$ cat src/rtl/core/otc_pkg.sv
// ----------------------------------------------------------------------------
// Odometry twist correction package
// Shared types, register map, widths and the microcode program.
// ----------------------------------------------------------------------------
`timescale 1ns / 1ps

package otc_pkg;

  localparam int MUL_A_W = 18;
  localparam int MUL_B_W = 33;
  localparam int MUL_P_W = MUL_A_W + MUL_B_W;
  localparam int ACC_W   = 49;
  localparam int STEP_W  = 5;

  // Squared norm at or below this value (Q.24) counts as standing still.
  localparam logic signed [ACC_W-1:0] SMALL_NORM_SQ = 49'sd1677;

  // Register map, word index within the configuration space.
  localparam logic [2:0] REG_COEF_XX = 3'd0;
  localparam logic [2:0] REG_COEF_XY = 3'd1;
  localparam logic [2:0] REG_COEF_XA = 3'd2;
  localparam logic [2:0] REG_COEF_YY = 3'd3;
  localparam logic [2:0] REG_COEF_YA = 3'd4;
  localparam logic [2:0] REG_COEF_AA = 3'd5;
  localparam logic [2:0] REG_SMOOTH  = 3'd6;
  localparam logic [2:0] REG_LIMITS  = 3'd7;

  // Component indexes.
  localparam logic [1:0] IDX_X = 2'd0;
  localparam logic [1:0] IDX_Y = 2'd1;
  localparam logic [1:0] IDX_A = 2'd2;

  // Program entry points.
  localparam logic [STEP_W-1:0] STEP_ENTRY = 5'd0;
  localparam logic [STEP_W-1:0] STEP_RAW   = 5'd20;

  typedef enum logic [1:0] {
    ST_IDLE,
    ST_RUN,
    ST_EMIT
  } ctrl_state_t;

  typedef enum logic [2:0] {
    MUL_NONE,
    MUL_NORM,
    MUL_BLEND,
    MUL_SQ,
    MUL_MAT
  } mul_op_t;

  typedef enum logic [1:0] {
    ACC_HOLD,
    ACC_LOAD,
    ACC_ADD,
    ACC_BLEND
  } acc_op_t;

  typedef enum logic [2:0] {
    WB_NONE,
    WB_NORM,
    WB_FILT,
    WB_SQ,
    WB_OUT,
    WB_RAW
  } wb_op_t;

  typedef enum logic [1:0] {
    SEQ_NEXT,
    SEQ_END,
    SEQ_BR_UNPRIMED
  } seq_op_t;

  typedef struct packed {
    mul_op_t           mul_op;
    logic [1:0]        mul_idx;
    logic [1:0]        mat_row;
    acc_op_t           acc_op;
    wb_op_t            wb_op;
    logic [1:0]        wb_idx;
    seq_op_t           seq_op;
    logic [STEP_W-1:0] target;
  } ucode_t;

  typedef struct packed {
    logic   load;
    logic   run;
    ucode_t uc;
  } dp_ctl_t;

  typedef struct packed {
    logic signed [15:0] coef_xx;
    logic signed [15:0] coef_xy;
    logic signed [15:0] coef_xa;
    logic signed [15:0] coef_yy;
    logic signed [15:0] coef_ya;
    logic signed [15:0] coef_aa;
    logic        [15:0] smoothing;
    logic        [15:0] lim_lin;
    logic        [15:0] lim_ang;
  } cfg_t;

  // Each word may issue one multiply, fold the previous product into the
  // accumulator and write back the accumulator value of the step before.
  function automatic ucode_t ucode_rom(input logic [STEP_W-1:0] step);
    ucode_t uc;
    unique case (step)
      5'd0:  uc = '{MUL_NORM,  IDX_X, IDX_X, ACC_HOLD,  WB_NONE, IDX_X, SEQ_BR_UNPRIMED,
                   STEP_RAW};
      5'd1:  uc = '{MUL_NORM,  IDX_Y, IDX_X, ACC_LOAD,  WB_NONE, IDX_X, SEQ_NEXT, STEP_ENTRY};
      5'd2:  uc = '{MUL_NORM,  IDX_A, IDX_X, ACC_ADD,   WB_NONE, IDX_X, SEQ_NEXT, STEP_ENTRY};
      5'd3:  uc = '{MUL_BLEND, IDX_X, IDX_X, ACC_ADD,   WB_NONE, IDX_X, SEQ_NEXT, STEP_ENTRY};
      5'd4:  uc = '{MUL_BLEND, IDX_Y, IDX_X, ACC_BLEND, WB_NORM, IDX_X, SEQ_NEXT, STEP_ENTRY};
      5'd5:  uc = '{MUL_BLEND, IDX_A, IDX_X, ACC_BLEND, WB_FILT, IDX_X, SEQ_NEXT, STEP_ENTRY};
      5'd6:  uc = '{MUL_SQ,    IDX_X, IDX_X, ACC_BLEND, WB_FILT, IDX_Y, SEQ_NEXT, STEP_ENTRY};
      5'd7:  uc = '{MUL_SQ,    IDX_Y, IDX_X, ACC_LOAD,  WB_FILT, IDX_A, SEQ_NEXT, STEP_ENTRY};
      5'd8:  uc = '{MUL_SQ,    IDX_A, IDX_X, ACC_LOAD,  WB_SQ,   IDX_X, SEQ_NEXT, STEP_ENTRY};
      5'd9:  uc = '{MUL_MAT,   IDX_X, IDX_X, ACC_LOAD,  WB_SQ,   IDX_Y, SEQ_NEXT, STEP_ENTRY};
      5'd10: uc = '{MUL_MAT,   IDX_Y, IDX_X, ACC_LOAD,  WB_SQ,   IDX_A, SEQ_NEXT, STEP_ENTRY};
      5'd11: uc = '{MUL_MAT,   IDX_A, IDX_X, ACC_ADD,   WB_NONE, IDX_X, SEQ_NEXT, STEP_ENTRY};
      5'd12: uc = '{MUL_MAT,   IDX_X, IDX_Y, ACC_ADD,   WB_NONE, IDX_X, SEQ_NEXT, STEP_ENTRY};
      5'd13: uc = '{MUL_MAT,   IDX_Y, IDX_Y, ACC_LOAD,  WB_OUT,  IDX_X, SEQ_NEXT, STEP_ENTRY};
      5'd14: uc = '{MUL_MAT,   IDX_A, IDX_Y, ACC_ADD,   WB_NONE, IDX_X, SEQ_NEXT, STEP_ENTRY};
      5'd15: uc = '{MUL_MAT,   IDX_X, IDX_A, ACC_ADD,   WB_NONE, IDX_X, SEQ_NEXT, STEP_ENTRY};
      5'd16: uc = '{MUL_MAT,   IDX_Y, IDX_A, ACC_LOAD,  WB_OUT,  IDX_Y, SEQ_NEXT, STEP_ENTRY};
      5'd17: uc = '{MUL_MAT,   IDX_A, IDX_A, ACC_ADD,   WB_NONE, IDX_X, SEQ_NEXT, STEP_ENTRY};
      5'd18: uc = '{MUL_NONE,  IDX_X, IDX_X, ACC_ADD,   WB_NONE, IDX_X, SEQ_NEXT, STEP_ENTRY};
      5'd19: uc = '{MUL_NONE,  IDX_X, IDX_X, ACC_HOLD,  WB_OUT,  IDX_A, SEQ_END,  STEP_ENTRY};
      5'd20: uc = '{MUL_NONE,  IDX_X, IDX_X, ACC_HOLD,  WB_RAW,  IDX_X, SEQ_END,  STEP_ENTRY};
      default: uc = '{MUL_NONE, IDX_X, IDX_X, ACC_HOLD, WB_NONE, IDX_X, SEQ_END, STEP_ENTRY};
    endcase
    return uc;
  endfunction

endpackage

$ cat src/rtl/core/odometry_twist_correction_top.sv
// Each sample runs 20 microcode steps through the single shared multiplier;
// the first sample after reset branches from the entry step to the raw
// step. The result then moves into the output register, waiting while a
// held beat is not taken; the block then returns to idle for the next sample.
// Reset restores the register defaults and forgets the stored first sample.
// ----------------------------------------------------------------------------
// Odometry twist correction top level
// Step sequencer reading the microcode table, configuration port, datapath
// and a held output register.
// ----------------------------------------------------------------------------
`timescale 1ns / 1ps

module odometry_twist_correction_top (
  input  logic               clk,
  input  logic               rst,
  input  logic               psel,
  input  logic               penable,
  input  logic               pwrite,
  input  logic [4:0]         paddr,
  input  logic [31:0]        pwdata,
  output logic [31:0]        prdata,
  output logic               pready,
  input  logic               in_valid,
  output logic               in_ready,
  input  logic signed [15:0] vel_x,
  input  logic signed [15:0] vel_y,
  input  logic signed [15:0] vel_ang,
  output logic               out_valid,
  input  logic               out_ready,
  output logic signed [35:0] corr_x,
  output logic signed [35:0] corr_y,
  output logic signed [35:0] corr_ang
);

  otc_pkg::ctrl_state_t             state;
  otc_pkg::ctrl_state_t             state_next;
  logic [otc_pkg::STEP_W-1:0]       step;
  logic [otc_pkg::STEP_W-1:0]       step_next;
  logic                             primed;
  otc_pkg::ucode_t                  uc;
  otc_pkg::dp_ctl_t                 dp_ctl;
  otc_pkg::cfg_t                    cfg;
  logic                             in_fire;
  logic                             emit_fire;
  logic signed [35:0]               res_x;
  logic signed [35:0]               res_y;
  logic signed [35:0]               res_ang;

  assign pready = 1'b1;
  assign uc     = otc_pkg::ucode_rom(step);

  otc_regs u_regs (
    .clk     (clk),
    .rst     (rst),
    .psel    (psel),
    .penable (penable),
    .pwrite  (pwrite),
    .paddr   (paddr),
    .pwdata  (pwdata),
    .prdata  (prdata),
    .cfg     (cfg)
  );

  otc_datapath u_datapath (
    .clk     (clk),
    .ctl     (dp_ctl),
    .cfg     (cfg),
    .vel_x   (vel_x),
    .vel_y   (vel_y),
    .vel_ang (vel_ang),
    .res_x   (res_x),
    .res_y   (res_y),
    .res_ang (res_ang)
  );

  // Next state and step.
  always_comb begin
    state_next = state;
    step_next  = step;
    unique case (state)
      otc_pkg::ST_IDLE: begin
        if (in_fire) begin
          state_next = otc_pkg::ST_RUN;
          step_next  = otc_pkg::STEP_ENTRY;
        end
      end
      otc_pkg::ST_RUN: begin
        unique case (uc.seq_op)
          otc_pkg::SEQ_END:         state_next = otc_pkg::ST_EMIT;
          otc_pkg::SEQ_BR_UNPRIMED: step_next  = primed ? step + 1'b1 : uc.target;
          default:                  step_next  = step + 1'b1;
        endcase
      end
      otc_pkg::ST_EMIT: begin
        if (!out_valid || out_ready) begin
          state_next = otc_pkg::ST_IDLE;
        end
      end
      default: state_next = otc_pkg::ST_IDLE;
    endcase
  end

  // Control outputs.
  always_comb begin
    in_ready      = 1'b0;
    emit_fire     = 1'b0;
    dp_ctl.load   = 1'b0;
    dp_ctl.run    = 1'b0;
    dp_ctl.uc     = uc;
    unique case (state)
      otc_pkg::ST_IDLE: begin
        in_ready    = 1'b1;
        dp_ctl.load = in_valid;
      end
      otc_pkg::ST_RUN:  dp_ctl.run = 1'b1;
      otc_pkg::ST_EMIT: emit_fire  = !out_valid || out_ready;
      default: ;
    endcase
  end

  assign in_fire = in_valid && in_ready;

  always_ff @(posedge clk) begin
    if (rst) begin
      state     <= otc_pkg::ST_IDLE;
      step      <= otc_pkg::STEP_ENTRY;
      primed    <= 1'b0;
      out_valid <= 1'b0;
    end else begin
      state <= state_next;
      step  <= step_next;
      if (dp_ctl.run && (uc.wb_op == otc_pkg::WB_RAW)) begin
        primed <= 1'b1;
      end
      if (emit_fire) begin
        out_valid <= 1'b1;
      end else if (out_ready) begin
        out_valid <= 1'b0;
      end
    end
  end

  always_ff @(posedge clk) begin
    if (emit_fire) begin
      corr_x   <= res_x;
      corr_y   <= res_y;
      corr_ang <= res_ang;
    end
  end

endmodule

$ cat src/rtl/core/otc_regs.sv
// ----------------------------------------------------------------------------
// Odometry twist correction configuration registers
// APB-style register file holding the matrix, filter weight and limits.
// ----------------------------------------------------------------------------
`timescale 1ns / 1ps

module otc_regs (
  input  logic                clk,
  input  logic                rst,
  input  logic                psel,
  input  logic                penable,
  input  logic                pwrite,
  input  logic [4:0]          paddr,
  input  logic [31:0]         pwdata,
  output logic [31:0]         prdata,
  output otc_pkg::cfg_t       cfg
);

  logic       wr_en;
  logic [2:0] reg_idx;

  assign wr_en   = psel && penable && pwrite;
  assign reg_idx = paddr[4:2];

  always_ff @(posedge clk) begin
    if (rst) begin
      cfg.coef_xx   <= 16'sd0;
      cfg.coef_xy   <= 16'sd0;
      cfg.coef_xa   <= 16'sd0;
      cfg.coef_yy   <= 16'sd0;
      cfg.coef_ya   <= 16'sd0;
      cfg.coef_aa   <= 16'sd4096;
      cfg.smoothing <= 16'h8000;
      cfg.lim_lin   <= 16'hFFFF;
      cfg.lim_ang   <= 16'hFFFF;
    end else if (wr_en) begin
      unique case (reg_idx)
        otc_pkg::REG_COEF_XX: cfg.coef_xx   <= pwdata[15:0];
        otc_pkg::REG_COEF_XY: cfg.coef_xy   <= pwdata[15:0];
        otc_pkg::REG_COEF_XA: cfg.coef_xa   <= pwdata[15:0];
        otc_pkg::REG_COEF_YY: cfg.coef_yy   <= pwdata[15:0];
        otc_pkg::REG_COEF_YA: cfg.coef_ya   <= pwdata[15:0];
        otc_pkg::REG_COEF_AA: cfg.coef_aa   <= pwdata[15:0];
        otc_pkg::REG_SMOOTH:  cfg.smoothing <= pwdata[15:0];
        otc_pkg::REG_LIMITS: begin
          cfg.lim_lin <= pwdata[31:16];
          cfg.lim_ang <= pwdata[15:0];
        end
        default: ;
      endcase
    end
  end

  always_comb begin
    unique case (reg_idx)
      otc_pkg::REG_COEF_XX: prdata = {16'd0, cfg.coef_xx};
      otc_pkg::REG_COEF_XY: prdata = {16'd0, cfg.coef_xy};
      otc_pkg::REG_COEF_XA: prdata = {16'd0, cfg.coef_xa};
      otc_pkg::REG_COEF_YY: prdata = {16'd0, cfg.coef_yy};
      otc_pkg::REG_COEF_YA: prdata = {16'd0, cfg.coef_ya};
      otc_pkg::REG_COEF_AA: prdata = {16'd0, cfg.coef_aa};
      otc_pkg::REG_SMOOTH:  prdata = {16'd0, cfg.smoothing};
      otc_pkg::REG_LIMITS:  prdata = {cfg.lim_lin, cfg.lim_ang};
      default:              prdata = 32'd0;
    endcase
  end

endmodule

$ cat src/rtl/core/otc_datapath.sv
// ----------------------------------------------------------------------------
// Odometry twist correction datapath
// One shared multiplier, an accumulator and the filter, square and result
// registers, all steered by the current control word.
// ----------------------------------------------------------------------------
`timescale 1ns / 1ps

module otc_datapath (
  input  logic                clk,
  input  otc_pkg::dp_ctl_t    ctl,
  input  otc_pkg::cfg_t       cfg,
  input  logic signed [15:0]  vel_x,
  input  logic signed [15:0]  vel_y,
  input  logic signed [15:0]  vel_ang,
  output logic signed [35:0]  res_x,
  output logic signed [35:0]  res_y,
  output logic signed [35:0]  res_ang
);

  logic signed [15:0]                  v     [3];
  logic signed [15:0]                  filt  [3];
  logic signed [31:0]                  sq    [3];
  logic signed [35:0]                  corr  [3];
  logic signed [15:0]                  v_pipe;
  logic signed [otc_pkg::ACC_W-1:0]    prod;
  logic signed [otc_pkg::ACC_W-1:0]    acc;
  logic                                at_rest;

  logic signed [15:0]                  v_sel;
  logic signed [15:0]                  f_sel;
  logic signed [31:0]                  s_sel;
  logic        [16:0]                  diff;
  logic        [16:0]                  f_ext;
  logic        [16:0]                  f_abs;
  logic        [15:0]                  lim;
  logic        [16:0]                  mag;
  logic        [17:0]                  mag_ext;
  logic signed [15:0]                  coef;
  logic signed [otc_pkg::MUL_A_W-1:0]  mul_a;
  logic signed [otc_pkg::MUL_B_W-1:0]  mul_b;
  logic signed [otc_pkg::MUL_P_W-1:0]  mul_p;

  assign res_x   = corr[0];
  assign res_y   = corr[1];
  assign res_ang = corr[2];

  // Operand selection: the clamp works on magnitudes, so the clamped square
  // is min(|f|, limit) squared, with the sign folded into one operand.
  always_comb begin
    v_sel   = v[ctl.uc.mul_idx];
    f_sel   = filt[ctl.uc.mul_idx];
    s_sel   = sq[ctl.uc.mul_idx];
    diff    = {f_sel[15], f_sel} - {v_sel[15], v_sel};
    f_ext   = {f_sel[15], f_sel};
    f_abs   = f_sel[15] ? (17'd0 - f_ext) : f_ext;
    lim     = (ctl.uc.mul_idx == otc_pkg::IDX_A) ? cfg.lim_ang : cfg.lim_lin;
    mag     = (f_abs < {1'b0, lim}) ? f_abs : {1'b0, lim};
    mag_ext = {1'b0, mag};

    unique case ({ctl.uc.mat_row, ctl.uc.mul_idx})
      {otc_pkg::IDX_X, otc_pkg::IDX_X}: coef = cfg.coef_xx;
      {otc_pkg::IDX_X, otc_pkg::IDX_Y},
      {otc_pkg::IDX_Y, otc_pkg::IDX_X}: coef = cfg.coef_xy;
      {otc_pkg::IDX_X, otc_pkg::IDX_A},
      {otc_pkg::IDX_A, otc_pkg::IDX_X}: coef = cfg.coef_xa;
      {otc_pkg::IDX_Y, otc_pkg::IDX_Y}: coef = cfg.coef_yy;
      {otc_pkg::IDX_Y, otc_pkg::IDX_A},
      {otc_pkg::IDX_A, otc_pkg::IDX_Y}: coef = cfg.coef_ya;
      {otc_pkg::IDX_A, otc_pkg::IDX_A}: coef = cfg.coef_aa;
      default:                          coef = 16'sd0;
    endcase

    unique case (ctl.uc.mul_op)
      otc_pkg::MUL_NORM: begin
        mul_a = {{2{v_sel[15]}}, v_sel};
        mul_b = {{17{v_sel[15]}}, v_sel};
      end
      otc_pkg::MUL_BLEND: begin
        // a*old + (1-a)*v is v + a*(old - v) in Q0.16.
        mul_a = {2'b00, cfg.smoothing};
        mul_b = {{16{diff[16]}}, diff};
      end
      otc_pkg::MUL_SQ: begin
        mul_a = f_sel[15] ? (18'd0 - mag_ext) : mag_ext;
        mul_b = {16'd0, mag};
      end
      otc_pkg::MUL_MAT: begin
        mul_a = {{2{coef[15]}}, coef};
        mul_b = {s_sel[31], s_sel};
      end
      default: begin
        mul_a = '0;
        mul_b = '0;
      end
    endcase

    mul_p = mul_a * mul_b;
  end

  always_ff @(posedge clk) begin
    if (ctl.load) begin
      v[0] <= vel_x;
      v[1] <= vel_y;
      v[2] <= vel_ang;
    end
    if (ctl.run) begin
      prod   <= mul_p[otc_pkg::ACC_W-1:0];
      v_pipe <= v_sel;

      unique case (ctl.uc.acc_op)
        otc_pkg::ACC_LOAD:  acc <= prod;
        otc_pkg::ACC_ADD:   acc <= acc + prod;
        otc_pkg::ACC_BLEND: acc <= prod + {{17{v_pipe[15]}}, v_pipe, 16'd0};
        default: ;
      endcase

      unique case (ctl.uc.wb_op)
        otc_pkg::WB_NORM: at_rest <= (acc <= otc_pkg::SMALL_NORM_SQ);
        otc_pkg::WB_FILT: filt[ctl.uc.wb_idx] <= at_rest ? 16'sd0 : acc[31:16];
        otc_pkg::WB_SQ:   sq[ctl.uc.wb_idx]   <= acc[31:0];
        otc_pkg::WB_OUT:  corr[ctl.uc.wb_idx] <= acc[47:12];
        otc_pkg::WB_RAW: begin
          // The first sample seeds the filter and reports no correction.
          filt[0] <= v[0];
          filt[1] <= v[1];
          filt[2] <= v[2];
          corr[0] <= 36'sd0;
          corr[1] <= 36'sd0;
          corr[2] <= 36'sd0;
        end
        default: ;
      endcase
    end
  end

endmodule

$ cat config.mk
export PLATFORM = sky130hd
export DESIGN_NAME = odometry_twist_correction_top
export DESIGN_NICKNAME = d
export VERILOG_FILES = /design/src/rtl/core/otc_pkg.sv /design/src/rtl/core/odometry_twist_correction_top.sv /design/src/rtl/core/otc_regs.sv /design/src/rtl/core/otc_datapath.sv
export SDC_FILE = /design/constraint.sdc
export NUM_CORES = 2
export LEC_CHECK = 0
export ABC_AREA = 1
export BUFFER_PORTS_ARGS = -buffer_cell sky130_fd_sc_hd__buf_2
export CORE_MARGIN = 1
export CORE_UTILIZATION = 55
export DETAILED_ROUTE_END_ITERATION = 8
export MAX_ROUTING_LAYER = met4
export PLACE_DENSITY = 0.72
export SLEW_MARGIN = 20
export SYNTH_ARGS = -nofsm -noshare
export SYNTH_HDL_FRONTEND = slang
export SYNTH_SLANG_ARGS = --single-unit
$ cat constraint.sdc
create_clock -name clk -period 19.59 [get_ports clk]
set_input_delay 0.9795 -clock clk [delete_from_list [all_inputs] [get_ports clk]]
set_output_delay 0.9795 -clock clk [all_outputs]
set_load 0.01 [all_outputs]
# After elaboration in Yosys (flattened, before gate mapping)
# Memories as Yosys holds them, arrays and structs flattened. A register that Yosys moved wholly into a read port is not among the register bits.
# Index checks and enable logic that the tools add are counted.
[totals] regBits=268 ramBits=300 mem_bits_ro=576 out_inout_bits=143 mem_count=5
[mem_list] memory="(name not given)" words=32 width=18 rd=1 rd_ports_with_merged_regs=1 write_ports=0 line_no="otc_pkg.sv:106" source="unique case (step)"
[mem_list] memory="u_datapath.corr" words=3 width=36 rd=3 rd_ports_with_merged_regs=3 write_ports=3 line_no="otc_datapath.sv:23" source="logic signed [35:0] corr [3];"
[mem_list] memory="u_datapath.sq" words=3 width=32 rd=1 rd_ports_with_merged_regs=0 write_ports=1 line_no="otc_datapath.sv:22" source="logic signed [31:0] sq [3];"
[mem_list] memory="u_datapath.filt" words=3 width=16 rd=1 rd_ports_with_merged_regs=0 write_ports=3 line_no="otc_datapath.sv:21" source="logic signed [15:0] filt [3];"
[mem_list] memory="u_datapath.v" words=3 width=16 rd=4 rd_ports_with_merged_regs=0 write_ports=3 line_no="otc_datapath.sv:20" source="logic signed [15:0] v [3];"
[classes] n_addsub=6 n_mul=1 order_cmp=2 n_eq_ne=36 mux=46 reduce_logical=29
[ops] op="$pmux 32 s8" n=1
[ops] op="$pmux 49 s3" n=1
[ops] op="$pmux 33 s4" n=1
[ops] op="$add 49x49->49" n=2
[ops] op="$pmux 16 s6" n=1
[ops] op="$pmux 18 s4" n=1
[ops] op="$le 49x12->1 const B" n=1
[ops] op="$mul 18x33->49" n=1
[ops] op="$mux 16" n=3
[ops] op="$mux 36" n=1
[ops] op="$reduce_or 36->1" n=1
[ops] op="$mux 17" n=2
[ops] op="$mux 1" n=22
[ops] op="$eq 3x3->1 const B" n=7
[ops] op="$mux 5" n=4
[ops] op="$pmux 5 s2" n=2
[ops] op="$reduce_and 2->1" n=10
[ops] op="$eq 3x2->1 const B" n=6
[ops] op="$mux 18" n=1
[ops] op="$sub 1x17->18 const A" n=1
[ops] op="$lt 17x16->1" n=1
[ops] op="$sub 1x16->17 const A" n=1
[ops] op="$sub 16x16->17" n=1
[ops] op="$reduce_or 16->1" n=1
[ops] op="other kinds (22)" n=47

# Longest topological paths before layout
# An unclocked memory read counts as a cell.
[logic_depth] ltp_word=9 depth_mapped=66 depth_no_buf=62

# Cells and area by module
# A second synthesis with hierarchy kept.
[unflattened] hier_cells=6603 hier_area_um2=55577.1
[by_module_without_submodules] module="otc_datapath" instances=1 cells_each=5354 area_each_um2=44146.1 seq_area_each_um2=11861.4
[by_module_without_submodules] module="otc_regs" instances=1 cells_each=951 area_each_um2=6810.3 seq_area_each_um2=2882.8
[by_module_without_submodules] module="odometry_twist_correction_top" instances=1 cells_each=298 area_each_um2=4620.7 seq_area_each_um2=3743.6

# Worst setup path after synthesis
# Ideal clock, no wire load.
[synth_path] kind="reg2reg" start="reg uc[16] (netlist name)" end="reg u_datapath.prod[43] in the netlist's numbering, data pin" setup_time_ps=259 t_arrival_ps=9347 t_required_ps=19331 slack_ps=9984 path_stages_with_launch=59 path_buffers=3 path_cell_list="dfxtp_1 buf_6 inv_2 buf_6 nand3_2 nand2_1 nor2_4 ha_1 nand3_1 nor2_1 nand2_1 nand2_1 nand3_1 and2_1 ha_1 nand2_1 nor3_1 nand3_1 [... 23 more ...] inv_1 fa_1 inv_1 ha_1 a21oi_1 o21ai_0 nand2_1 o211ai_1 a31oi_1 inv_1 a21oi_1 o21ai_0 nand2_1 nand2_1 a21oi_1 inv_1 a21oi_1 xnor2_1"
[synth_between] elab_chain_len=9
[synth_lines] item="$mem_v2 3x16"
[synth_lines] item="$sub 1x16->17" line_no="otc_datapath.sv:55" source="f_abs = f_sel[15] ? (17'd0 - f_ext) : f_ext;"
[synth_lines] item="$mux 17" line_no="otc_datapath.sv:55"
[synth_lines] item="$lt 17x16->1" line_no="otc_datapath.sv:57" source="mag = (f_abs < {1'b0, lim}) ? f_abs : {1'b0, lim};"
[synth_lines] item="$mux 17" line_no="otc_datapath.sv:57"
[synth_lines] item="$sub 1x17->18" line_no="otc_datapath.sv:84" source="mul_a = f_sel[15] ? (18'd0 - mag_ext) : mag_ext;"
[synth_lines] item="$mux 18" line_no="otc_datapath.sv:84"
[synth_lines] item="$pmux 18 s4" line_no="otc_datapath.sv:73" source="unique case (ctl.uc.mul_op)"
[synth_lines] item="$mul 18x33->49 *" line_no="otc_datapath.sv:97" source="mul_p = mul_a * mul_b;"
[synth_lines] item="net u_datapath.mul_p (one bit)" line_no="otc_datapath.sv:41" source="logic signed [otc_pkg::MUL_P_W-1:0] mul_p;"
[synth_lines] item="end signal, assigned" line_no="otc_datapath.sv:107" source="prod <= mul_p[otc_pkg::ACC_W-1:0];"
[synth_lines] item="end, declared" line_no="otc_datapath.sv:25" source="logic signed [otc_pkg::ACC_W-1:0] prod;"
# Mark *: on every way through the listed nets, which the timed path passes. The rest lies on a longest branch.
# A chain may end at the register's enable or synchronous reset.

# Worst setup path in the final report
[layout_path] start="reg uc[16] (netlist name)" end="reg u_datapath.prod[46] in the netlist's numbering, data pin"
[layout_between] elab_chain_len=9
[layout_lines] item="$mem_v2 3x16"
[layout_lines] item="$sub 1x16->17" line_no="otc_datapath.sv:55"
[layout_lines] item="$mux 17" line_no="otc_datapath.sv:55"
[layout_lines] item="$lt 17x16->1" line_no="otc_datapath.sv:57"
[layout_lines] item="$mux 17" line_no="otc_datapath.sv:57"
[layout_lines] item="$sub 1x17->18" line_no="otc_datapath.sv:84"
[layout_lines] item="$mux 18" line_no="otc_datapath.sv:84"
[layout_lines] item="$pmux 18 s4" line_no="otc_datapath.sv:73"
[layout_lines] item="$mul 18x33->49 *" line_no="otc_datapath.sv:97"
[layout_lines] item="net u_datapath.mul_p (one bit)" line_no="otc_datapath.sv:41"
# Marked as above.

==> results.json <==
{
  "clk_pin_slew_ns": 0.06,
  "cpPeakStageDelay_ns": 0.81,
  "postRouteAntennaNets": 0,
  "layout_commonest_cell": "nand2_1",
  "die-height_um": 315.7,
  "gp_congestion": 0.9660,
  "setup.worst_path.end_class": "register",
  "netlist_area_um2": 54110,
  "cts_tree": "yes",
  "synthAdderAreaFrac_pct": 25.85,
  "routed_wl_um": 159400,
  "synthCells": 6358,
  "numCtsBuffers": 75,
  "mostFrequentLayoutCells": "nand2_1 (1256), inv_1 (1176), nor2_1 (586)",
  "skew_ns": 0.04593,
  "r2r_slack_ns": 6.93,
  "grt-ovfl-total": 0,
  "dieArea_um2": 99640,
  "yosys_warnings": 0,
  "cts_resized": 0,
  "io_buffer_count": 231,
  "cap_violations": 0,
  "fp.coreArea_um2": 97140,
  "synth-compound-area-share_pct": 11.78,
  "yosysTopAreaCell": "edfxtp_1",
  "syn_nets": 7238,
  "cp.arrival_ns": 13.05,
  "synth_xor_area_share_pct": 1.214,
  "max_freq_mhz": 78.96,
  "grt_antenna_before_repair": 2,
  "fin_nets": 7381,
  "drc": 50,
  "cts_setup_buffers": 0,
  "synth_seq_cells": 708,
  "finalHoldViolations": 0,
  "synth_top_family_by_area": "adder cells",
  "io_pins": 235,
  "rows": 114,
  "dp_hpwl_um": 121700,
  "first_global_vias": 43760,
  "synth.avg_cell_area_um2": 8.511,
  "worstSkewPairLatency_ns": 0.66,
  "grt_util_all_layers_pct": 33.56,
  "fin_setup_tns_ns": 0,
  "syn_to_final_growth_pct": 8.826,
  "synth_top_area_share_pct": 23.92,
  "dp_cells": 7700,
  "hold_path_depth": 0,
  "stdcell_count": 7837,
  "dr.pass1.iters": 9,
  "die-width_um": 315.7,
  "hold_class": "reg2reg",
  "hold_start": "u_datapath.corr[1][16]$_SDFFE_PP0P_",
  "synth.mux.area_fraction_pct": 0.04162,
  "startpoint_type": "register",
  "hold_buffers": 0,
  "critPathMaxFanout": 47,
  "r2r_end": "u_datapath.prod[46]$_DFFE_PP_",
  "min_period_ns": 12.66,
  "synth_edf_count": 431,
  "clockBufferDepth": 3,
  "route.vias.total": 44280,
  "synth_cell_type_count": 68,
  "synth-simple-area-share_pct": 16.56,
  "r2r-start": "uc[16]$_DFF_P_",
  "critical_path_required_ns": 19.98,
  "synth_seq_area_share_pct": 34.17,
  "grt_max_degree": 130,
  "viasPerCell": 5.650,
  "criticalPathCategory": "reg2reg",
  "setup_viol": 0,
  "finalCritPeriodShare_pct": 64.64,
  "violations": "design-rule violations",
  "grt_setup_unrepaired": "no",
  "status": "finished, violations left",
  "start_util_pct": 55.71,
  "async_flop_share_pct": 0,
  "crit_path_top_delay_cell": "o311ai_0",
  "r2r_cells": 52,
  "final_layout_size_suffix_gt1_share_pct": 7.977,
  "synth_ff_type": "edfxtp_1",
  "grt_pass1_wl_um": 247700,
  "cts.sinks": 708,
  "slew_violations": 0,
  "clockRootBuffer": "clkbuf_16",
  "path_common_cell": "nand2_1",
  "min_delay_worst_endpoint": "corr_y[16]$_DFFE_PP_",
  "relSlewSlack_pct": 21.77,
  "synthTopCellsByArea": "edfxtp_1 (24%), fa_1 (20%), dfxtp_1 (10%)",
  "wire_per_inst_um": 20.34,
  "htreeDepth": 3,
  "drtIter0Drc": 4131,
  "worst_pin_slew_ns": 1.170
}
==> registers in the layout, indices dropped and copies added (netlist names) <==
| name | flops |
|---|---|
| u_datapath.prod | 49 |
| state | 2 |
| u_datapath.v_pipe | 16 |
| corr_y | 36 |
| u_datapath.at_rest | 1 |
| u_datapath.corr | 108 |
| uc | 16 |
| u_regs.cfg | 144 |
| corr_x | 36 |
| u_datapath.v | 48 |
| out_valid | 1 |
| u_datapath.acc | 49 |
| u_datapath.filt | 64 |
| step | 5 |
| primed | 1 |
| u_datapath.sq | 96 |
| corr_ang | 36 |
==> how the worst max path moves through the flow <==
stage / startpoint / end / slack (ns) / cells past startpoint
floorplan: uc[16]$_DFF_P_ / u_datapath.prod[43]$_DFFE_PP_ / 9.98 / 58
global placement: uc[16]$_DFF_P_ / u_datapath.prod[46]$_DFFE_PP_ / 7.15 / 52
detailed placement: uc[16]$_DFF_P_ / u_datapath.prod[46]$_DFFE_PP_ / 7.01 / 52
CTS: uc[16]$_DFF_P_ / u_datapath.prod[46]$_DFFE_PP_ / 7.00 / 52
global route: uc[16]$_DFF_P_ / u_datapath.prod[46]$_DFFE_PP_ / 6.06 / 52
finish: uc[16]$_DFF_P_ / u_datapath.prod[46]$_DFFE_PP_ / 6.93 / 52
==> cells in the mapped netlist, types with 7 or more instances <==
cell type,number
dfxtp_1,277
xnor2_1,35
nor3_1,48
nor2_1,591
buf_6,16
o21ai_0,435
fa_1,550
o221ai_1,27
xor2_1,40
nor2_4,8
clkinv_1,17
o21bai_1,14
clkbuf_1,168
a221oi_1,34
nor4_1,16
nand3_1,211
edfxtp_1,431
o2111ai_1,7
inv_2,17
a21o_1,10
a21boi_0,21
buf_2,35
o211ai_1,23
a21oi_1,420
o31ai_1,7
nand4_1,15
a31oi_1,39
inv_1,1179
o22ai_1,49
nor2_2,13
ha_1,238
nand2_1,1257
or2_2,16
nand2_2,12
==> layout make-up <==
type                       instances  area [µm²]
antenna                            5       12.51
clock buffer                      92        2013
clock inverter                    40       431.7
fill                            8502       38250
inverter                        1215        4566
multi-input combinational       4205       30130
sequential                       708       18490
tap                             1276        1597
timing repair buffer             296        1648
==> cells by family (layout without fill, tap and decap cells) <==
logic type,Yosys count,count (layout)
and+or+nand+nor,2209,2209
buffers and inverters,1445,1643
AOI/OAI and AO/OA,1130,1130
adders and majority gates,788,788
DFF,708,708
xor gates and xnor gates,75,75
muxes,2,2
other,1,6
==> worst max-delay path, delay by kind of cell, from the launching register on <==
family	cells	cell delay, ns
xor gates and xnor gates	1	0.16
buffers and inverters	10	1.94
adders and majority gates	9	3.96
and+or+nand+nor	26	4.02
DFF	1	0.30
AOI/OAI and AO/OA	6	1.92
==> stage by stage <==
stage / worst slack, ns / hold WS, ns / cell area (µm²) / util, %
floorplan: 9.984 / 0.4030 / 54110 / -
global placement: 7.151 / 0.4083 / 56420 / 58.08
detailed placement: 7.010 / 0.4083 / 56420 / 58.08
CTS: 6.996 / 0.4222 / 58870 / 60.60
global route: 6.057 / 0.4265 / 58880 / 60.61
finish: 6.926 / 0.4223 / 58890 / 60.62
==> per-layer routing <==
layer  track usage [%]  vias to the layer above  routed length, µm
met5                 -                        -                  0
met4             11.42                        0               5813
met3             5.641                      335              15070
met2             52.26                     2029              72620
met1             44.58                    21330              65870
li1                  -                    20580                  -
Power is left out: the tool's default activity adds up to more than one toggle a clock period on the data nets, which glitch-free logic cannot reach.
